## src/xhfp_pkg.sv

```systemverilog
package xhfp_pkg;

   localparam logic [8:0] MaxMessage = 9'd255;

   localparam logic [15:0] TimeoutTicksReset = 16'd200;
   localparam logic [7:0]  PayloadLimitReset = 8'd251;

   localparam int unsigned CsrIndexWidth = 1;
   localparam int unsigned CsrDataWidth  = 16;

   localparam logic [CsrIndexWidth-1:0] CSR_TIMEOUT_TICKS = 1'd0;
   localparam logic [CsrIndexWidth-1:0] CSR_PAYLOAD_LIMIT = 1'd1;

   localparam logic [7:0] CharX  = 8'h78;
   localparam logic [7:0] CharCr = 8'h0d;
   localparam logic [7:0] CharLf = 8'h0a;

   typedef enum logic [1:0] {
      PHASE_IDLE   = 2'd0,
      PHASE_HEADER = 2'd1,
      PHASE_BODY   = 2'd2
   } phase_type;

   typedef enum logic [2:0] {
      KIND_DATA       = 3'd0,
      KIND_FRAME_OK   = 3'd1,
      KIND_ODD_LENGTH = 3'd2,
      KIND_TOO_LONG   = 3'd3,
      KIND_TIMEOUT    = 3'd4,
      KIND_BAD_HEADER = 3'd5
   } kind_type;

   typedef struct packed {
      phase_type   phase;
      logic [2:0]  header_position;
      logic [3:0]  held_nibble;
      logic        first_digit_bad;
      logic [9:0]  char_count;
      logic [15:0] tick_count;
   } state_type;

   typedef struct packed {
      logic [15:0] timeout_ticks;
      logic [7:0]  payload_limit;
   } cfg_type;

   typedef struct packed {
      logic       valid;
      kind_type   kind;
      logic [7:0] data_byte;
      logic [8:0] byte_index;
   } result_type;

   typedef struct packed {
      logic       ok;
      logic [3:0] value;
   } hex_type;

   localparam state_type StateReset = '{
      phase:           PHASE_IDLE,
      header_position: 3'd0,
      held_nibble:     4'd0,
      first_digit_bad: 1'b0,
      char_count:      10'd0,
      tick_count:      16'd0
   };

   function automatic hex_type hex_decode(input logic [7:0] c);
      hex_type h;
      h.ok    = 1'b1;
      h.value = 4'd0;
      if (c >= 8'h30 && c <= 8'h39) begin
         h.value = 4'(c - 8'h30);
      end else if (c >= 8'h61 && c <= 8'h66) begin
         h.value = 4'(c - 8'h57);
      end else if (c >= 8'h41 && c <= 8'h46) begin
         h.value = 4'(c - 8'h37);
      end else begin
         h.ok = 1'b0;
      end
      return h;
   endfunction

   function automatic logic [7:0] header_char(input logic [2:0] pos);
      logic [7:0] c;
      case (pos)
         3'd1: c = 8'h64;
         3'd2: c = 8'h61;
         3'd3: c = 8'h74;
         3'd4: c = 8'h61;
         default: c = 8'h3d;
      endcase
      return c;
   endfunction

endpackage

```

## src/xhfp_req_if.sv

```systemverilog
interface xhfp_req_if;
   logic       valid;
   logic       ready;
   logic       action;
   logic [7:0] rx_byte;

   modport source (output valid, output action, output rx_byte, input ready);
   modport sink (input valid, input action, input rx_byte, output ready);
endinterface

```

## src/xhfp_rsp_if.sv

```systemverilog
interface xhfp_rsp_if;
   logic       valid;
   logic       ready;
   logic [2:0] kind;
   logic [7:0] data_byte;
   logic [8:0] byte_index;

   modport source (output valid, output kind, output data_byte, output byte_index,
                   input ready);
   modport sink (input valid, input kind, input data_byte, input byte_index,
                 output ready);
endinterface

```

## src/xhfp_step.sv

```systemverilog
module xhfp_step (
   input  xhfp_pkg::state_type  state_ff,
   input  xhfp_pkg::cfg_type    cfg,
   input  logic                 action,
   input  logic [7:0]           rx_byte,
   output xhfp_pkg::state_type  state_in,
   output xhfp_pkg::result_type result
);

   logic                 active;
   logic [8:0]           eff_limit;
   logic [8:0]           pair_count;
   logic [2:0]           hdr_pos;
   logic                 hdr_bad;
   xhfp_pkg::hex_type    hex;
   logic [7:0]           pair_byte;

   assign active     = (state_ff.phase == xhfp_pkg::PHASE_HEADER) ||
                       (state_ff.phase == xhfp_pkg::PHASE_BODY);
   assign eff_limit  = ({1'b0, cfg.payload_limit} < xhfp_pkg::MaxMessage) ?
                       {1'b0, cfg.payload_limit} : xhfp_pkg::MaxMessage;
   assign pair_count = state_ff.char_count[9:1];
   assign hdr_pos    = (state_ff.header_position < 3'd1 || state_ff.header_position > 3'd5) ?
                       3'd5 : state_ff.header_position;
   assign hdr_bad    = state_ff.first_digit_bad || (rx_byte != xhfp_pkg::header_char(hdr_pos));
   assign hex        = xhfp_pkg::hex_decode(rx_byte);

   always_comb begin
      if (state_ff.first_digit_bad) begin
         pair_byte = 8'd0;
      end else if (!hex.ok) begin
         pair_byte = {4'd0, state_ff.held_nibble};
      end else begin
         pair_byte = {state_ff.held_nibble, hex.value};
      end
   end

   always_comb begin
      state_in          = state_ff;
      result.valid      = 1'b0;
      result.kind       = xhfp_pkg::KIND_DATA;
      result.data_byte  = 8'd0;
      result.byte_index = pair_count;

      if (action) begin
         if (active) begin
            if (state_ff.tick_count >= cfg.timeout_ticks) begin
               state_in     = xhfp_pkg::StateReset;
               result.valid = 1'b1;
               result.kind  = xhfp_pkg::KIND_TIMEOUT;
            end else begin
               state_in.tick_count = state_ff.tick_count + 16'd1;
            end
         end
      end else begin
         case (state_ff.phase)
            xhfp_pkg::PHASE_HEADER: begin
               if (hdr_pos == 3'd5) begin
                  state_in = xhfp_pkg::StateReset;
                  if (hdr_bad) begin
                     result.valid      = 1'b1;
                     result.kind       = xhfp_pkg::KIND_BAD_HEADER;
                     result.byte_index = 9'd0;
                  end else begin
                     state_in.phase      = xhfp_pkg::PHASE_BODY;
                     state_in.tick_count = state_ff.tick_count;
                  end
               end else begin
                  state_in.header_position = hdr_pos + 3'd1;
                  state_in.first_digit_bad = hdr_bad;
               end
            end
            xhfp_pkg::PHASE_BODY: begin
               if (rx_byte == xhfp_pkg::CharCr || rx_byte == xhfp_pkg::CharLf) begin
                  state_in     = xhfp_pkg::StateReset;
                  result.valid = 1'b1;
                  if (state_ff.char_count[0]) begin
                     result.kind = xhfp_pkg::KIND_ODD_LENGTH;
                  end else if (pair_count > eff_limit) begin
                     result.kind = xhfp_pkg::KIND_TOO_LONG;
                  end else begin
                     result.kind = xhfp_pkg::KIND_FRAME_OK;
                  end
               end else begin
                  state_in.char_count = (state_ff.char_count == 10'd1023) ?
                                        10'd1022 : state_ff.char_count + 10'd1;
                  if (!state_ff.char_count[0]) begin
                     state_in.held_nibble     = hex.value;
                     state_in.first_digit_bad = !hex.ok;
                  end else if (pair_count < eff_limit) begin
                     result.valid     = 1'b1;
                     result.data_byte = pair_byte;
                  end
               end
            end
            default: begin
               if (rx_byte == xhfp_pkg::CharX) begin
                  state_in                 = xhfp_pkg::StateReset;
                  state_in.phase           = xhfp_pkg::PHASE_HEADER;
                  state_in.header_position = 3'd1;
               end
            end
         endcase
      end
   end

endmodule

```

## src/xdata_hex_frame_parser.sv

```systemverilog
// Frame decoder for ASCII hex lines of the form "xdata=" followed by hex pairs.
// The request channel carries one event per transfer: a received character
// (action 0, rx_byte) or one time tick (action 1). The response channel
// carries data bytes with their index and one status at the end of each frame
// (ok, odd length, too long, timeout or bad header). Data of a frame that
// does not end with "frame ok" must be discarded by the receiver.
// The two configuration registers are written through csr_we, csr_index and
// csr_wdata; the user must write them only while the block is idle, which
// the block itself does not enforce. Index 0 is the timeout in ticks and
// index 1 is the payload limit. A request is taken into an input register,
// decoded by the step logic and its response, if any, is placed in the
// response register. One request is accepted every cycle while the receiver
// does not stall.
// When the receiver stalls, the response register holds its contents and the
// input register keeps one further request; ready drops only when both are
// full. Synchronous reset empties both registers, returns the decoder to idle
// and loads the configuration defaults of 200 ticks and 251 bytes.
module xdata_hex_frame_parser (
   input  logic                                   clock,
   input  logic                                   reset,
   xhfp_req_if.sink                               req_ch,
   xhfp_rsp_if.source                             rsp_ch,
   input  logic                                   csr_we,
   input  logic [xhfp_pkg::CsrIndexWidth-1:0]     csr_index,
   input  logic [xhfp_pkg::CsrDataWidth-1:0]      csr_wdata
);

   logic                  in_valid_ff;
   logic                  in_valid_in;
   logic                  in_action_ff;
   logic [7:0]            in_byte_ff;
   logic                  advance;

   xhfp_pkg::state_type   state_ff;
   xhfp_pkg::state_type   state_in;
   xhfp_pkg::state_type   step_state;
   xhfp_pkg::cfg_type     cfg_ff;
   xhfp_pkg::cfg_type     cfg_in;
   xhfp_pkg::result_type  step_result;
   xhfp_pkg::result_type  rsp_ff;
   xhfp_pkg::result_type  rsp_in;

   assign advance      = in_valid_ff && (!rsp_ff.valid || rsp_ch.ready);
   assign req_ch.ready = !in_valid_ff || advance;
   assign in_valid_in  = (req_ch.valid && req_ch.ready) || (in_valid_ff && !advance);

   xhfp_step u_step (
      .state_ff (state_ff),
      .cfg      (cfg_ff),
      .action   (in_action_ff),
      .rx_byte  (in_byte_ff),
      .state_in (step_state),
      .result   (step_result)
   );

   always_comb begin
      cfg_in = cfg_ff;
      if (csr_we) begin
         case (csr_index)
            xhfp_pkg::CSR_TIMEOUT_TICKS: cfg_in.timeout_ticks = csr_wdata[15:0];
            xhfp_pkg::CSR_PAYLOAD_LIMIT: cfg_in.payload_limit = csr_wdata[7:0];
            default: cfg_in = cfg_ff;
         endcase
      end
   end

   always_comb begin
      state_in = state_ff;
      rsp_in   = rsp_ff;
      if (advance) begin
         state_in = step_state;
         rsp_in   = step_result;
      end else if (rsp_ch.ready) begin
         rsp_in.valid = 1'b0;
      end
   end

   always_ff @(posedge clock) begin
      if (reset) begin
         in_valid_ff                <= 1'b0;
         state_ff                   <= xhfp_pkg::StateReset;
         cfg_ff.timeout_ticks       <= xhfp_pkg::TimeoutTicksReset;
         cfg_ff.payload_limit       <= xhfp_pkg::PayloadLimitReset;
         rsp_ff.valid               <= 1'b0;
      end else begin
         in_valid_ff                <= in_valid_in;
         state_ff                   <= state_in;
         cfg_ff                     <= cfg_in;
         rsp_ff                     <= rsp_in;
      end
   end

   always_ff @(posedge clock) begin
      if (req_ch.valid && req_ch.ready) begin
         in_action_ff <= req_ch.action;
         in_byte_ff   <= req_ch.rx_byte;
      end
   end

   assign rsp_ch.valid      = rsp_ff.valid;
   assign rsp_ch.kind       = rsp_ff.kind;
   assign rsp_ch.data_byte  = rsp_ff.data_byte;
   assign rsp_ch.byte_index = rsp_ff.byte_index;

   a_status_has_no_data: assert property (@(posedge clock) disable iff (reset)
      (rsp_ff.valid && rsp_ff.kind != xhfp_pkg::KIND_DATA) |-> (rsp_ff.data_byte == 8'd0))
      else $error("status response carries a nonzero data byte");

   a_status_returns_idle: assert property (@(posedge clock) disable iff (reset)
      (advance && step_result.valid && step_result.kind != xhfp_pkg::KIND_DATA)
      |=> (state_ff.phase == xhfp_pkg::PHASE_IDLE))
      else $error("decoder did not return to idle after a frame status");

   a_data_within_limit: assert property (@(posedge clock) disable iff (reset)
      (rsp_ff.valid && rsp_ff.kind == xhfp_pkg::KIND_DATA)
      |-> (rsp_ff.byte_index < {1'b0, cfg_ff.payload_limit} &&
           rsp_ff.byte_index < xhfp_pkg::MaxMessage))
      else $error("data byte index beyond the payload limit");

   a_header_position_range: assert property (@(posedge clock) disable iff (reset)
      (state_ff.phase == xhfp_pkg::PHASE_HEADER)
      |-> (state_ff.header_position >= 3'd1 && state_ff.header_position <= 3'd5))
      else $error("header position out of range");

endmodule
```

## src/flat_wrapper.sv

```systemverilog
// flat-port wrapper written by rule: the top's interface ports become plain ports
module xdata_hex_frame_parser_flat 
  (clock, reset, csr_we, csr_index, csr_wdata, req_ch_valid, req_ch_action, req_ch_rx_byte, req_ch_ready, rsp_ch_valid, rsp_ch_kind, rsp_ch_data_byte, rsp_ch_byte_index, rsp_ch_ready);
  xhfp_req_if req_ch_i ();
  xhfp_rsp_if rsp_ch_i ();
  input  logic clock;
  input  logic reset;
  input  logic csr_we;
  input  logic [xhfp_pkg::CsrIndexWidth-1:0] csr_index;
  input  logic [xhfp_pkg::CsrDataWidth-1:0] csr_wdata;
  input wire logic [$bits(req_ch_i.valid)-1:0] req_ch_valid;
  input wire logic [$bits(req_ch_i.action)-1:0] req_ch_action;
  input wire logic [$bits(req_ch_i.rx_byte)-1:0] req_ch_rx_byte;
  output wire logic [$bits(req_ch_i.ready)-1:0] req_ch_ready;
  output wire logic [$bits(rsp_ch_i.valid)-1:0] rsp_ch_valid;
  output wire logic [$bits(rsp_ch_i.kind)-1:0] rsp_ch_kind;
  output wire logic [$bits(rsp_ch_i.data_byte)-1:0] rsp_ch_data_byte;
  output wire logic [$bits(rsp_ch_i.byte_index)-1:0] rsp_ch_byte_index;
  input wire logic [$bits(rsp_ch_i.ready)-1:0] rsp_ch_ready;
  assign req_ch_i.valid = req_ch_valid;
  assign req_ch_i.action = req_ch_action;
  assign req_ch_i.rx_byte = req_ch_rx_byte;
  assign req_ch_ready = req_ch_i.ready;
  assign rsp_ch_valid = rsp_ch_i.valid;
  assign rsp_ch_kind = rsp_ch_i.kind;
  assign rsp_ch_data_byte = rsp_ch_i.data_byte;
  assign rsp_ch_byte_index = rsp_ch_i.byte_index;
  assign rsp_ch_i.ready = rsp_ch_ready;
  xdata_hex_frame_parser u_core (.clock(clock), .reset(reset), .req_ch(req_ch_i), .rsp_ch(rsp_ch_i), .csr_we(csr_we), .csr_index(csr_index), .csr_wdata(csr_wdata));
endmodule
```

## config.mk

```make
export PLATFORM = sky130hd
export DESIGN_NAME = xdata_hex_frame_parser_flat
export DESIGN_NICKNAME = d
export VERILOG_FILES = /design/src/xhfp_pkg.sv /design/src/xhfp_req_if.sv /design/src/xhfp_rsp_if.sv /design/src/xhfp_step.sv /design/src/xdata_hex_frame_parser.sv /design/src/flat_wrapper.sv
export SDC_FILE = /design/constraint.sdc
export NUM_CORES = 1
export LEC_CHECK = 0
export BUFFER_PORTS_ARGS = -buffer_cell sky130_fd_sc_hd__buf_2
export CORE_UTILIZATION = 26
export DETAILED_ROUTE_END_ITERATION = 16
export SYNTH_ARGS = -nofsm -noshare
export SYNTH_HDL_FRONTEND = slang
export SYNTH_SLANG_ARGS = --single-unit
```

## constraint.sdc

```tcl
create_clock -name clock -period 3.6 [get_ports clock]
set_clock_uncertainty 0.15 [all_clocks]
set_input_delay 0.72 -clock clock [delete_from_list [all_inputs] [get_ports clock]]
set_output_delay 0.72 -clock clock [all_outputs]
set_load 0.01 [all_outputs]
```

==> summary by stage <==
Min path
The worst hold path begins at u_core.cfg_ff[2]. The min-delay analysis places its worst path in the category flop to flop.

Flow run
The tool flagged a number of max-cap violations equal to 0.

Layout
The area occupied by multi-input gates is 2820 um2. Cells with a size suffix above 1 make up 14.8% of the layout. The number of nets in the layout is about 700. With fillers left out, the area of the finished cells amounts to 6050 um2. Across the whole layout, storage elements account for 2110 um2. The number of antenna diodes in the final layout is 0.

Fill cells in the final layout number 2072. The area added between synthesis and finish is 15.6%.

Clock network
The post-CTS repair timing setup buffer count is 0. The number of clock buffers added by TritonCTS is 9. The root buffer cell is clkbuf_16. The number of instances resized during post-cts repair is 0. Buffers inserted to repair hold after CTS numbered 0. CTS built an H-tree with a depth of 3. The maximum buffer depth of the clock tree is 2. The later-pin clock latency in the skew report is 0.35 ns.

The clock edge transition at the registers on the reported setup and hold paths is 0.07 ns. The CTS tree is done. The clock net sink count is 91.

Yosys
Synthesis produced 596 cells. Counting flops and latches in the post-synthesis netlist gives 91. The share of synthesized flip-flops with an asynchronous set or reset is 0%. Yosys mapped a number of flops with a built-in enable equal to 29. Each instance of the synthesized netlist takes up on average 8.79 um2. Summing every instance area after synthesis gives 5240 um2. The number of nets in the synthesized netlist is 661. Yosys printed 0 warnings. The dominant register cell in the synthesized netlist is dfxtp_1. Of the synthesized area, sequential elements account for around two fifths. The count of cell types in the netlist is between 60 and 70.

Route
The number of detailed-routing iterations run before antenna repair is 5. In the routed layout, each cell is associated on average with a via count of 4.90. The DRC violations left is 0. The routed wire length is ~12000 um. After detailed routing, the average wire length per cell comes to 13.7 um. The remaining number of nets flagged by the antenna check after routing is 0. The final route contains 4440 vias. The DRC marker count from the first detailed-route iteration is 287.

Timing
In this run the tightest slew margin relative to its limit is about 36%. The final hold violation count was 0. Setup violations remaining at the end of the flow were counted as 0. The final critical-path required period is 3.05 ns.

The actual slew at the worst max-slew pin is 0.957 ns. Of the available clock period, the critical path in the final layout requires 84.9%. Summed over all failing endpoints, the final setup total negative slack is 0 ns. The maximum clock frequency is 327 MHz. The number of pins exceeding their max-slew limit in the final report is 0. Setup repair after global routing left no endpoint under its margin.

Critical path
For this run, the slowest stage of the critical path takes 0.57 ns. The highest net fanout along the worst path is 14. The worst register-to-register path ends at u_core.state_ff[7]. The arrival time at the worst endpoint is 3.14 ns.

The worst register-to-register path has a depth of 9. The critical path class is flop to flop. STA classifies the critical path startpoint as a flop. For this design, the slowest cell found on the critical path is or3b_1. Data on the critical path is required at its endpoint by 3.68 ns. Counting both buffers and inverters, the worst setup path holds a total of 2. Traced cell by cell, the critical path runs through inv_1 -> ha_1 -> nand4b_1 -> o31ai_2 -> or3b_1 -> nor2_2 -> a21oi_1 -> buf_4 -> a221o_1.

The capture point of the worst path is u_core.state_ff[7]. The most critical setup path has its startpoint at u_core.in_byte_ff[0]. For flop-to-flop paths, the worst setup slack is 0.55 ns. The worst reg2reg path startpoint is u_core.in_byte_ff[0]. The path length in cells of the critical path is 9. Broken down by cell family, the worst path's largest delay share belongs to simple AND/OR/NAND/NOR gates. The worst setup path is captured at a flop.

Floorplan
The site row count is 51. The number of top-level design ports is 53. The core region is 19600 um2. The die is 144 um tall. The area enclosed by the die boundary is 20700 um2. The initial utilization of the core area, before any placement, comes to 26.7%. The width of the chip is 144 um.

Global route
Entering global routing, the biggest net connects 39 pins. The via count of the first global-routing pass is roughly 4000. Across every metal layer, demand over resource in global routing totals 12.6%. The initial antenna violation count is 0. The wire length of the first global-routing pass is 20400 um.

For this run the aggregate overflow at the end of global routing stands at 0.

Pwr
The leakage power is 0.00229 uW. The worst voltage drop across the vdd grid is between 0.00015 and 0.0002 V. Power spread over the standard cell area amounts to 361 nW/um2.

Placement
The placed cell area is 5760 um2. The number of port buffers is 52. The global placement routability congestion is 0.794. Once detailed placement completed, the half-perimeter wirelength came to 8990 um.

Outcome
The flow ran to the end, and the final reports show no timing, DRC or antenna violations.
## through the flow
step	setup slack, ns	hold slack (ns)	utilization, %	total power [uW]	instances
floorplan	0.687	0.283	-	1210	596
global placement	0.609	0.293	29.4	1270	891
detailed placement	0.559	0.297	29.4	1270	891
CTS	0.535	0.306	30.9	2220	907
global route	0.321	0.321	30.9	2280	907
finish	0.545	0.303	30.9	2180	907
## placed cells by master, fill, tap and decap left out, drive strengths merged, types with 4 or more instances in the layout
cell,synthesis,final
a211o,14,14
a211oi,8,8
a21o,4,4
a21oi,29,29
a221o,10,10
a221oi,10,10
a31o,4,4
a31oi,5,5
and2,5,5
and3,13,13
buf,12,60
clkbuf,18,10
dfxtp,62,62
edfxtp,29,29
ha,34,34
inv,48,50
mux2,5,5
mux2i,6,6
nand2,66,66
nand2b,19,19
nand3,13,13
nand4,8,8
nor2,50,50
nor2b,7,7
nor3,19,19
nor3b,4,4
nor4,4,4
nor4b,7,7
o211ai,9,9
o21a,4,4
o21ai,23,23
o31ai,4,4
or4,6,6
## Yosys cell counts (all sizes together) (5+ instances only)
library cell  count  area, um2
mux2i             6       60.1
o21ai            23        115
nor4b             7       61.3
and2              5       31.3
a211o            14        123
clkbuf           18       67.6
ha               34        425
a21oi            29        145
mux2              5       56.3
a221o            10        100
nor2             50        190
nand2b           19        119
nor2b             7       43.8
nand3            13       65.1
a31oi             5       31.3
nor3             19        100
o211ai            9       67.6
buf              12       65.1
or4               6       45.0
a221oi           10       87.6
a211oi            8       60.1
edfxtp           29        871
nand2            66        248
inv              48        180
and3             13       81.3
nand4             8       50.1
dfxtp            62       1240
## sequential cells by signal (all words and copies together), names as in the netlist
signal / cells
u_core.cfg_ff: 24
u_core.in_action_ff: 1
u_core.in_byte_ff: 8
u_core.in_valid_ff: 1
u_core.rsp_ch.byte_index: 9
u_core.rsp_ch.data_byte: 8
u_core.rsp_ch.kind: 3
u_core.rsp_ch.valid: 1
u_core.state_ff: 36
## area by class of cell
type / instances / share of cell area [%]
Clock buffer: 10 / 4.13
Clock inverter: 6 / 0.744
Inverter: 48 / 2.98
Multi-Input combinational cell: 427 / 46.5
Sequential cell: 91 / 34.9
Tap cell: 265 / 5.48
Timing Repair Buffer: 60 / 5.29
## power breakdown
group          internal (uW)  switching (uW)  leakage (uW)
combinational           57.2            84.6       0.00137
sequential              1080            19.8      0.000781
clock                    514             426      0.000145
total                   1650             530       0.00229
## tightest hold or removal path, cell delays in order, from the launching register on
cell	delay (ns)
dfxtp_1	0.31
nand2_1	0.05
a21oi_1	0.05
## cells by family after synthesis
kind of cell    count (synthesis)  share of synthesized area (%)
fa+ha+maj                      34                           8.12
buf+inv                        78                           5.97
flops                          91                           40.3
xor+xnor                        2                          0.335
compound gates                140                           19.3
mux                            11                           2.22
simple gates                  240                           23.7
## worst min-delay path by stage
stage                     cells past startpoint          endpoint  slack, ns
after global routing                          2  u_core.cfg_ff[2]       0.32
after global placement                        2  u_core.cfg_ff[9]       0.29
final                                         2  u_core.cfg_ff[2]       0.30
after floorplan                               1  u_core.cfg_ff[0]       0.28
after CTS                                     2  u_core.cfg_ff[2]       0.31
after detailed placement                      2  u_core.cfg_ff[2]       0.30
## layer usage
metal	GRT usage, %	routed length [um]
met3	2.73	535
met4	4.48	182
met2	20.6	5890
met5	0	0
met1	16.3	5780
No activity file was read; power rests on OpenSTA's default activity.
